File: config.mk
export PLATFORM = sky130hd
export DESIGN_NAME = first_fit_block_allocator
export DESIGN_NICKNAME = d
export VERILOG_FILES = /design/src/sv/ffba_pkg.sv /design/src/sv/ffba_front.sv /design/src/sv/ffba_engine.sv /design/src/sv/first_fit_block_allocator.sv
export VERILOG_INCLUDE_DIRS = /design/src /design/src/sv
export SDC_FILE = /design/constraint.sdc
export NUM_CORES = 2
export LEC_CHECK = 0
export CORE_UTILIZATION = 50
export CTS_CLUSTER_DIAMETER = 120
export CTS_CLUSTER_SIZE = 8
export DETAILED_ROUTE_END_ITERATION = 8
export DONT_BUFFER_PORTS = 1
export GPL_TIMING_DRIVEN = 0
export PLACE_DENSITY_LB_ADDON = 0.08
export SYNTH_ARGS = -nofsm -noshare
export SYNTH_HDL_FRONTEND = slang
export SYNTH_SLANG_ARGS = --single-unit
File: constraint.sdc
create_clock -name clk -period 17.6 [get_ports clk]
set_clock_uncertainty 0.05 [all_clocks]
set_input_delay 3.52 -clock clk [delete_from_list [all_inputs] [get_ports clk]]
set_output_delay 3.52 -clock clk [all_outputs]
set_load 0.03 [all_outputs]
File: src/sv/first_fit_block_allocator_assert.svh
// Assertion macros shared by the allocator modules.
// They expect clk and rst_n in scope.
`ifndef FIRST_FIT_BLOCK_ALLOCATOR_ASSERT_SVH
`define FIRST_FIT_BLOCK_ALLOCATOR_ASSERT_SVH

`define FFBA_ASSERT(label, expr, msg) \
    label: assert property (@(posedge clk) disable iff (!rst_n) (expr)) else $error(msg);

`define FFBA_IMPLY(label, ante, cons, msg) \
    label: assert property (@(posedge clk) disable iff (!rst_n) (ante) |-> (cons)) \
        else $error(msg);

`endif

File: src/sv/ffba_pkg.sv
package ffba_pkg;

    localparam int HEAP_BYTES        = 65536;
    localparam int MAX_BLOCKS        = 64;
    localparam int HEADER_BYTES      = 24;
    localparam int FOOTER_BYTES      = 4;
    localparam int HEAP_HEADER_BYTES = 8;

    localparam int TBL_AW = 6;    // table address bits
    localparam int CNT_W  = 7;    // block count, holds MAX_BLOCKS itself
    localparam int SZ_W   = 17;   // offsets and sizes
    localparam int Q_DEPTH = 2;

    typedef enum logic {
        CMD_ALLOC = 1'b0,
        CMD_FREE  = 1'b1
    } cmd_t;

    typedef enum logic [2:0] {
        ST_OK      = 3'd0,
        ST_NOSPACE = 3'd1,
        ST_DOUBLE  = 3'd2,
        ST_INVALID = 3'd3,
        ST_FULL    = 3'd4
    } status_t;

    typedef struct packed {
        logic [SZ_W-1:0] offset;
        logic [SZ_W-1:0] size;
        logic            is_free;
    } blk_t;

    typedef struct packed {
        cmd_t            cmd;
        logic [SZ_W-1:0] need;
        logic [15:0]     paddr;
    } q_item_t;

endpackage

File: src/sv/ffba_front.sv
`include "first_fit_block_allocator_assert.svh"

module ffba_front
    import ffba_pkg::*;
(
    input  logic        clk,
    input  logic        rst_n,
    input  logic        in_valid,
    output logic        in_ready,
    input  logic        cmd,
    input  logic [15:0] req_size,
    input  logic [15:0] payload_addr,
    output logic        q_valid,
    output q_item_t     q_item,
    input  logic        q_pop
);

    q_item_t    q_mem_reg [Q_DEPTH];
    logic       wr_ptr_reg, wr_ptr_next;
    logic       rd_ptr_reg, rd_ptr_next;
    logic [1:0] cnt_reg, cnt_next;
    logic       push;
    logic       pop;
    q_item_t    new_item;

    assign in_ready = (cnt_reg != 2'(Q_DEPTH));
    assign push     = in_valid && in_ready;
    assign q_valid  = (cnt_reg != 2'd0);
    assign pop      = q_pop && q_valid;
    assign q_item   = q_mem_reg[rd_ptr_reg];

    // The footer is added to the request here, so the engine sees the real need.
    always_comb
    begin
        new_item.cmd   = cmd_t'(cmd);
        new_item.need  = SZ_W'(req_size) + SZ_W'(FOOTER_BYTES);
        new_item.paddr = payload_addr;
        wr_ptr_next    = push ? ~wr_ptr_reg : wr_ptr_reg;
        rd_ptr_next    = pop ? ~rd_ptr_reg : rd_ptr_reg;
        cnt_next       = cnt_reg + 2'(push) - 2'(pop);
    end

    always_ff @(posedge clk)
    begin
        if (push)
        begin
            q_mem_reg[wr_ptr_reg] <= new_item;
        end
    end

    always_ff @(posedge clk or negedge rst_n)
    begin
        if (!rst_n)
        begin
            wr_ptr_reg <= 1'b0;
            rd_ptr_reg <= 1'b0;
            cnt_reg    <= 2'd0;
        end
        else
        begin
            wr_ptr_reg <= wr_ptr_next;
            rd_ptr_reg <= rd_ptr_next;
            cnt_reg    <= cnt_next;
        end
    end

    `FFBA_ASSERT(a_cnt_bound, cnt_reg <= 2'(Q_DEPTH), "queue count beyond depth")
    `FFBA_IMPLY(a_full_stall, !in_ready, q_valid, "stalled with an empty queue")
    `FFBA_IMPLY(a_pop_valid, q_pop, q_valid, "pop from an empty queue")

endmodule

File: src/sv/ffba_engine.sv
`include "first_fit_block_allocator_assert.svh"

module ffba_engine
    import ffba_pkg::*;
(
    input  logic               clk,
    input  logic               rst_n,
    input  logic               q_valid,
    input  q_item_t            q_item,
    output logic               q_pop,
    output logic               out_valid,
    input  logic               out_ready,
    output logic [2:0]         status,
    output logic [15:0]        result_addr,
    output logic [CNT_W-1:0]   blocks_in_use
);

    typedef enum logic [3:0] {
        S_IDLE, S_RD, S_CHK, S_OPEN_RD, S_OPEN_WR, S_SPLIT_NEW, S_SPLIT_HIT,
        S_NXT_RD, S_NXT_CHK, S_MERGE, S_DN_RD, S_DN_WR, S_FIN
    } state_t;

    blk_t                tbl_mem [MAX_BLOCKS];
    blk_t                rd_reg;
    logic                mem_we;
    logic [TBL_AW-1:0]   mem_waddr;
    blk_t                mem_wdata;
    logic [TBL_AW-1:0]   mem_raddr;

    state_t              state_reg, state_next;
    logic [CNT_W-1:0]    total_reg, total_next;
    logic [CNT_W-1:0]    idx_reg, idx_next;
    logic [CNT_W-1:0]    k_reg, k_next;
    logic [1:0]          rm_reg, rm_next;
    q_item_t             op_reg, op_next;
    blk_t                cur_reg, cur_next;
    blk_t                prev_reg, prev_next;
    logic [SZ_W-1:0]     rest_reg, rest_next;
    status_t             st_reg, st_next;
    logic [15:0]         addr_reg, addr_next;
    logic                ov_reg, ov_next;
    logic [2:0]          ost_reg, ost_next;
    logic [15:0]         oaddr_reg, oaddr_next;
    logic [CNT_W-1:0]    ocnt_reg, ocnt_next;

    logic [SZ_W:0]       need_hdr;
    logic [SZ_W:0]       start;
    logic [SZ_W+1:0]     end_sum;
    logic [SZ_W:0]       pay_off;
    logic [CNT_W-1:0]    idx_inc;
    logic [CNT_W:0]      k_far;

    assign out_valid     = ov_reg;
    assign status        = ost_reg;
    assign result_addr   = oaddr_reg;
    assign blocks_in_use = ocnt_reg;

    always_comb
    begin
        state_next = state_reg;
        total_next = total_reg;
        idx_next   = idx_reg;
        k_next     = k_reg;
        rm_next    = rm_reg;
        op_next    = op_reg;
        cur_next   = cur_reg;
        prev_next  = prev_reg;
        rest_next  = rest_reg;
        st_next    = st_reg;
        addr_next  = addr_reg;
        ov_next    = ov_reg && !out_ready;
        ost_next   = ost_reg;
        oaddr_next = oaddr_reg;
        ocnt_next  = ocnt_reg;
        q_pop      = 1'b0;
        mem_we     = 1'b0;
        mem_waddr  = idx_reg[TBL_AW-1:0];
        mem_wdata  = rd_reg;
        mem_raddr  = idx_reg[TBL_AW-1:0];

        idx_inc  = idx_reg + 1'b1;
        need_hdr = {1'b0, op_reg.need} + (SZ_W+1)'(HEADER_BYTES);
        start    = {1'b0, rd_reg.offset} + (SZ_W+1)'(HEADER_BYTES) + {1'b0, rd_reg.size};
        end_sum  = {1'b0, start} + (SZ_W+2)'(HEADER_BYTES) + (SZ_W+2)'(op_reg.need);
        pay_off  = {1'b0, rd_reg.offset} + (SZ_W+1)'(HEADER_BYTES);
        k_far    = {1'b0, k_reg} + (CNT_W+1)'(rm_reg);

        unique case (state_reg)
            S_IDLE:
            begin
                if (q_valid)
                begin
                    q_pop     = 1'b1;
                    op_next   = q_item;
                    idx_next  = '0;
                    addr_next = '0;
                    if (total_reg == '0)
                    begin
                        state_next = S_FIN;
                        if (q_item.cmd == CMD_FREE)
                        begin
                            st_next = ST_INVALID;
                        end
                        else if ({1'b0, q_item.need} + (SZ_W+1)'(HEADER_BYTES) <=
                                 (SZ_W+1)'(HEAP_BYTES - HEAP_HEADER_BYTES))
                        begin
                            mem_we     = 1'b1;
                            mem_waddr  = '0;
                            mem_wdata  = '{offset: SZ_W'(HEAP_HEADER_BYTES),
                                          size: q_item.need, is_free: 1'b0};
                            total_next = CNT_W'(1);
                            addr_next  = 16'(HEAP_HEADER_BYTES + HEADER_BYTES);
                            st_next    = ST_OK;
                        end
                        else
                        begin
                            st_next = ST_NOSPACE;
                        end
                    end
                    else
                    begin
                        state_next = S_RD;
                    end
                end
            end

            S_RD:
            begin
                state_next = S_CHK;
            end

            S_CHK:
            begin
                if (op_reg.cmd == CMD_ALLOC)
                begin
                    if (rd_reg.is_free && rd_reg.size >= op_reg.need)
                    begin
                        if (rd_reg.size == op_reg.need || {1'b0, rd_reg.size} < need_hdr)
                        begin
                            // Too little surplus for a header: take the whole block.
                            mem_we     = 1'b1;
                            mem_wdata  = '{offset: rd_reg.offset, size: rd_reg.size,
                                          is_free: 1'b0};
                            addr_next  = pay_off[15:0];
                            st_next    = ST_OK;
                            state_next = S_FIN;
                        end
                        else if (idx_inc < total_reg)
                        begin
                            if (total_reg >= CNT_W'(MAX_BLOCKS))
                            begin
                                st_next    = ST_FULL;
                                state_next = S_FIN;
                            end
                            else
                            begin
                                cur_next   = rd_reg;
                                rest_next  = rd_reg.size - op_reg.need - SZ_W'(HEADER_BYTES);
                                k_next     = total_reg;
                                state_next = S_OPEN_RD;
                            end
                        end
                        else
                        begin
                            // The last block shrinks and its surplus is dropped.
                            mem_we     = 1'b1;
                            mem_wdata  = '{offset: rd_reg.offset, size: op_reg.need,
                                          is_free: 1'b0};
                            addr_next  = pay_off[15:0];
                            st_next    = ST_OK;
                            state_next = S_FIN;
                        end
                    end
                    else if (idx_inc == total_reg)
                    begin
                        state_next = S_FIN;
                        if (end_sum > (SZ_W+2)'(HEAP_BYTES - 1))
                        begin
                            st_next = ST_NOSPACE;
                        end
                        else if (total_reg >= CNT_W'(MAX_BLOCKS))
                        begin
                            st_next = ST_FULL;
                        end
                        else
                        begin
                            mem_we     = 1'b1;
                            mem_waddr  = total_reg[TBL_AW-1:0];
                            mem_wdata  = '{offset: start[SZ_W-1:0], size: op_reg.need,
                                          is_free: 1'b0};
                            total_next = total_reg + 1'b1;
                            addr_next  = 16'(start + (SZ_W+1)'(HEADER_BYTES));
                            st_next    = ST_OK;
                        end
                    end
                    else
                    begin
                        idx_next   = idx_inc;
                        state_next = S_RD;
                    end
                end
                else
                begin
                    if (pay_off == (SZ_W+1)'(op_reg.paddr))
                    begin
                        if (rd_reg.is_free)
                        begin
                            st_next    = ST_DOUBLE;
                            state_next = S_FIN;
                        end
                        else
                        begin
                            cur_next   = '{offset: rd_reg.offset, size: rd_reg.size,
                                          is_free: 1'b1};
                            rm_next    = 2'd0;
                            state_next = (idx_inc < total_reg) ? S_NXT_RD : S_MERGE;
                        end
                    end
                    else if (idx_inc == total_reg)
                    begin
                        st_next    = ST_INVALID;
                        state_next = S_FIN;
                    end
                    else
                    begin
                        prev_next  = rd_reg;
                        idx_next   = idx_inc;
                        state_next = S_RD;
                    end
                end
            end

            S_OPEN_RD:
            begin
                mem_raddr  = TBL_AW'(k_reg - 1'b1);
                state_next = S_OPEN_WR;
            end

            S_OPEN_WR:
            begin
                mem_we    = 1'b1;
                mem_waddr = k_reg[TBL_AW-1:0];
                mem_wdata = rd_reg;
                k_next    = k_reg - 1'b1;
                state_next = (k_reg - 1'b1 > idx_inc) ? S_OPEN_RD : S_SPLIT_NEW;
            end

            S_SPLIT_NEW:
            begin
                mem_we     = 1'b1;
                mem_waddr  = idx_inc[TBL_AW-1:0];
                mem_wdata  = '{offset: cur_reg.offset + op_reg.need + SZ_W'(HEADER_BYTES),
                              size: rest_reg, is_free: 1'b1};
                state_next = S_SPLIT_HIT;
            end

            S_SPLIT_HIT:
            begin
                mem_we     = 1'b1;
                mem_wdata  = '{offset: cur_reg.offset, size: op_reg.need, is_free: 1'b0};
                total_next = total_reg + 1'b1;
                addr_next  = 16'(cur_reg.offset + SZ_W'(HEADER_BYTES));
                st_next    = ST_OK;
                state_next = S_FIN;
            end

            S_NXT_RD:
            begin
                mem_raddr  = idx_inc[TBL_AW-1:0];
                state_next = S_NXT_CHK;
            end

            S_NXT_CHK:
            begin
                if (rd_reg.is_free)
                begin
                    cur_next.size = cur_reg.size + rd_reg.size + SZ_W'(HEADER_BYTES);
                    rm_next       = 2'd1;
                end
                state_next = S_MERGE;
            end

            S_MERGE:
            begin
                // Write the surviving block, then close the gap of merged entries.
                mem_we = 1'b1;
                if (idx_reg != '0 && prev_reg.is_free)
                begin
                    mem_waddr = TBL_AW'(idx_reg - 1'b1);
                    mem_wdata = '{offset: prev_reg.offset,
                                 size: prev_reg.size + cur_reg.size + SZ_W'(HEADER_BYTES),
                                 is_free: 1'b1};
                    k_next    = idx_reg;
                    rm_next   = rm_reg + 2'd1;
                end
                else
                begin
                    mem_wdata = cur_reg;
                    k_next    = idx_inc;
                end
                state_next = S_DN_RD;
            end

            S_DN_RD:
            begin
                mem_raddr = k_far[TBL_AW-1:0];
                if (k_far < (CNT_W+1)'(total_reg))
                begin
                    state_next = S_DN_WR;
                end
                else
                begin
                    total_next = total_reg - CNT_W'(rm_reg);
                    st_next    = ST_OK;
                    state_next = S_FIN;
                end
            end

            S_DN_WR:
            begin
                mem_we     = 1'b1;
                mem_waddr  = k_reg[TBL_AW-1:0];
                mem_wdata  = rd_reg;
                k_next     = k_reg + 1'b1;
                state_next = S_DN_RD;
            end

            S_FIN:
            begin
                if (!ov_reg || out_ready)
                begin
                    ov_next    = 1'b1;
                    ost_next   = st_reg;
                    oaddr_next = addr_reg;
                    ocnt_next  = total_reg;
                    state_next = S_IDLE;
                end
            end

            default:
            begin
                state_next = S_IDLE;
            end
        endcase
    end

    always_ff @(posedge clk)
    begin
        if (mem_we)
        begin
            tbl_mem[mem_waddr] <= mem_wdata;
        end
        rd_reg <= tbl_mem[mem_raddr];
    end

    always_ff @(posedge clk or negedge rst_n)
    begin
        if (!rst_n)
        begin
            state_reg <= S_IDLE;
            total_reg <= '0;
            ov_reg    <= 1'b0;
        end
        else
        begin
            state_reg <= state_next;
            total_reg <= total_next;
            ov_reg    <= ov_next;
        end
    end

    always_ff @(posedge clk)
    begin
        idx_reg   <= idx_next;
        k_reg     <= k_next;
        rm_reg    <= rm_next;
        op_reg    <= op_next;
        cur_reg   <= cur_next;
        prev_reg  <= prev_next;
        rest_reg  <= rest_next;
        st_reg    <= st_next;
        addr_reg  <= addr_next;
        ost_reg   <= ost_next;
        oaddr_reg <= oaddr_next;
        ocnt_reg  <= ocnt_next;
    end

    `FFBA_ASSERT(a_total_bound, total_reg <= CNT_W'(MAX_BLOCKS), "block count beyond table")
    `FFBA_IMPLY(a_fail_zero, ov_reg && ost_reg != ST_OK, oaddr_reg == 16'd0,
        "failed transaction carries an address")
    `FFBA_IMPLY(a_pop_idle, q_pop, state_reg == S_IDLE, "command taken while busy")

endmodule

File: src/sv/first_fit_block_allocator.sv
// Channel   Handshake             Payload
// input     in_valid / in_ready   cmd, req_size, payload_addr
// output    out_valid / out_ready status, result_addr, blocks_in_use
//
// A command reads and checks the table entries one by one until it finds its
// block, and moves entries when a split opens a slot or a free rewrites the
// entries behind the freed block; each entry moved is first read and then
// written, as the table memory has registered reads.
// Reset (rst_n low, asynchronous) empties the table, the queue and the output.
// A two-entry queue takes commands while the engine works, and a finished
// result waits in the output register without holding back the next command.

module first_fit_block_allocator
    import ffba_pkg::*;
(
    input  logic               clk,
    input  logic               rst_n,
    input  logic               in_valid,
    output logic               in_ready,
    input  logic               cmd,
    input  logic [15:0]        req_size,
    input  logic [15:0]        payload_addr,
    output logic               out_valid,
    input  logic               out_ready,
    output logic [2:0]         status,
    output logic [15:0]        result_addr,
    output logic [CNT_W-1:0]   blocks_in_use
);

    logic    q_valid;
    q_item_t q_item;
    logic    q_pop;

    ffba_front u_front (
        .clk          (clk),
        .rst_n        (rst_n),
        .in_valid     (in_valid),
        .in_ready     (in_ready),
        .cmd          (cmd),
        .req_size     (req_size),
        .payload_addr (payload_addr),
        .q_valid      (q_valid),
        .q_item       (q_item),
        .q_pop        (q_pop)
    );

    ffba_engine u_engine (
        .clk           (clk),
        .rst_n         (rst_n),
        .q_valid       (q_valid),
        .q_item        (q_item),
        .q_pop         (q_pop),
        .out_valid     (out_valid),
        .out_ready     (out_ready),
        .status        (status),
        .result_addr   (result_addr),
        .blocks_in_use (blocks_in_use)
    );

endmodule
==> impl_results.md <==
* Yosys cell types at 87
* Hold WS at 371.5 ps
* Synth Flop Type: edfxtp_1
* Final nets at 6900
* Syn Inst Count at 6082
* Vias in the first global route at 61230
* DR vias/cell at 6.474
* Die ar. at 216500 um^2
* Largest net degree at the start of global routing at 65
* Resized cells post-CTS at 0
* CP Capture Type: flop
* Hold Crit Depth at 0
* Slew Viols, Final at 10
* Fmax at 92.98 MHz
* R2R Setup Slk at 6840 ps
* Worst-Margin Slew at 1673 ps
* Post-route clock period utilization at 61.11%
* Synth Net Count at 6375
* Mapped Area at 107300 um^2
* Largest register FFs at 2240
* Drt wl/cell at 34.46 um
* Worst-Skew Late Latency at 950 ps
* CP max-delay cell: nand3_1
* WP buf/inv at 2
* Sequential-to-total area share from yosys stat at 70.69%
* Critical Path Most Common Cell: ha_1
* Setup violations, final at 0
* Synth Warn # at 0
* Req. time, crit path at 18160 ps
* Most common cell after layout, fill and taps aside: edfxtp_1
* Area grow syn2layout at 16.11%
* FF/Latch Area at 75870 um^2
* Reg clk slew, reported paths at 60 ps
* CP Launch Type: flop
* First-pass GRT wire length at 458400 um
* Area of the multi-input gates at 30590 um^2
* Port bufs at 0
* Root buffer cell: clkbuf_16
* Post-synth EDFFs at 2490
* 1st-iter DRT viols at 7352
* Placer's final routability congestion estimate at 1.011
* CP delay by family, top: compound AO/OA/AOI/OAI gates
* Yosys top cell area share at 69.67%
* Fin. Hold Viols at 0
* Via count at 61360
* Starting Density at 50.45%
* Most frequent cells in the layout: edfxtp_1, mux4_2, nand2_1, clkbuf_16, clkbuf_1
* H-tree depth at 5
* Crit Path Class: reg2reg
* Fill count at 15990
* Final wirelength at 326600 um
* Crit. path cell count at 23
* Core Rows at 169
* Crit-path max FO at 18
* Slew margin rel. at -12.17%
* DRT Pass-1 Iters at 8
* Initial antenna violation count at 19
* Ratio of cells with drive above 1 in the final layout at 20.25%
* Max Cap Violations at 5
* Post-CTS setup buffer count at 0
* CP cell instances: inv_1 > ha_1 > and3b_1 > xor2_1 > ha_1 > and2_1 > a221o_1 > a221oi_1 > a21oi_1 > a311oi_2 > ha_1 > ha_1 > o21a_1 > o21ai_0 > a31oi_1 > or3_1 > a211o_2 > nor4_4 > a211oi_1 > a211oi_1 > nand3_1 > nor2_4 > buf_16
* Die Y-Extent at 465.3 um
* DP Wirelength at 229100 um
* CTS tree: yes
* Failing checks: capacitance limit, slew limit
* # hold bufs at CTS at 0
* R2R depth at 23
* Status: finished, violations left
* Drt drc at 0
* Post-synthesis register bit count at 2541
* Worst min-delay path class: reg2reg
* Num CTS Buffers at 368
* Global route overflow at 0
* Die width at 465.3 um
* Post-synth top area cell: edfxtp_1
* Crit-path max cell delay at 1090 ps
* Final min period at 10760 ps
* Setup TNS at 0 ps
* Dominant cells by area after synthesis: edfxtp_1, mux4_2, ha_1
* Arrival time of the worst setup path at 11310 ps
* Area of the core at 212700 um^2
* Clock sinks at 2541
* Top-Level Pins at 65
* Avg Synthesized Cell Area at 17.65 um^2
* RSZ-0062 raised after global routing: false
* Total Routing Usage GR at 30.24%
* Clock buffer depth at 4
* Post-synthesis async set-or-reset flop share at 0.6297%
* Routed Antenna Nets at 0
[cell families (layout without fill, tap and decap cells)]
family                   Yosys count  count (layout)  share of synthesized area, %
flip-flops                      2541            2541                         70.69
AND/OR/NAND/NOR                 1096            1096                         4.737
AO/OA/AOI/OAI                    940             940                         6.054
multiplexers                     603             603                         12.19
buffers and inverters            460            1025                         1.704
adder cells (fa/ha/maj)          256             256                         3.061
XOR/XNOR                         186             186                         1.558
other                              0               9                             0
[stage by stage]
| step | cells | instance area, um^2 | worst slack [ps] | util, % |
|---|---|---|---|---|
| floorplan | 6082 | 107300 | 8495 | - |
| global placement | 8903 | 110900 | -1219 | 52.11 |
| detailed placement | 9057 | 114900 | 7060 | 54.03 |
| CTS | 9467 | 124600 | 7032 | 58.55 |
| global route | 9471 | 124600 | 6409 | 58.58 |
| finish | 9477 | 124600 | 6845 | 58.58 |
[worst register-to-register path, delay by kind of cell (launching register included)]
kind,cells,cell delay (ps)
simple gates,6,3430
flops,1,720
fa+ha+maj,4,1470
buf+inv,2,580
compound gates,10,3790
xor+xnor,1,410
[cell usage after synthesis, types with 19 or more instances]
library cell	instances
o211ai_1	21
a21oi_1	195
a21o_1	38
nand4_1	31
dfxtp_1	35
a211oi_1	198
a222oi_1	22
or3_1	19
and2_1	148
edfxtp_1	2490
buf_2	64
o21a_1	20
xnor2_1	114
a31oi_1	83
xor2_1	69
mux4_2	560
nand2_1	470
a221oi_1	38
inv_1	147
nand3_1	74
clkbuf_1	233
o21ai_0	124
a311oi_1	71
nor3_1	39
mux2_2	30
ha_1	245
nor2_1	214
[final cells by class]
cell class,instances,area share (%)
diodes,9,0.01807
inverters,148,0.4458
clock buffers,404,7.669
repair buffers,155,2.514
well taps,2821,2.832
clock inverters,6,0.05723
plain buffers,312,1.031
multi-input cells,3081,24.55
flip-flops and latches,2541,60.88
[final timing paths]
check | startpoint | to
max in group asynchronous | rst_n | u_engine.total_reg[6]
min reg2reg | u_engine.addr_reg[5] | u_engine.result_addr[5]
min | u_engine.addr_reg[5] | u_engine.result_addr[5]
max reg2reg | u_engine.rd_reg[21] | u_engine.tbl_mem[24][21]
max | u_engine.rd_reg[21] | u_engine.tbl_mem[24][21]
min in group asynchronous | rst_n | u_front.rd_ptr_reg
[layer usage]
metal / global-route usage (%) / vias to the layer above / part of all wire [%]
met1: 41.02 / 32180 / 40
li1: - / 25580 / -
met4: 14.23 / 6 / 5.3
met2: 47.33 / 2908 / 47
met5: 0 / - / 0.011
met3: 5.972 / 680 / 7.9
Power is left out: the tool's default activity adds up to more than one toggle a clock period on the data nets, which glitch-free logic cannot reach.
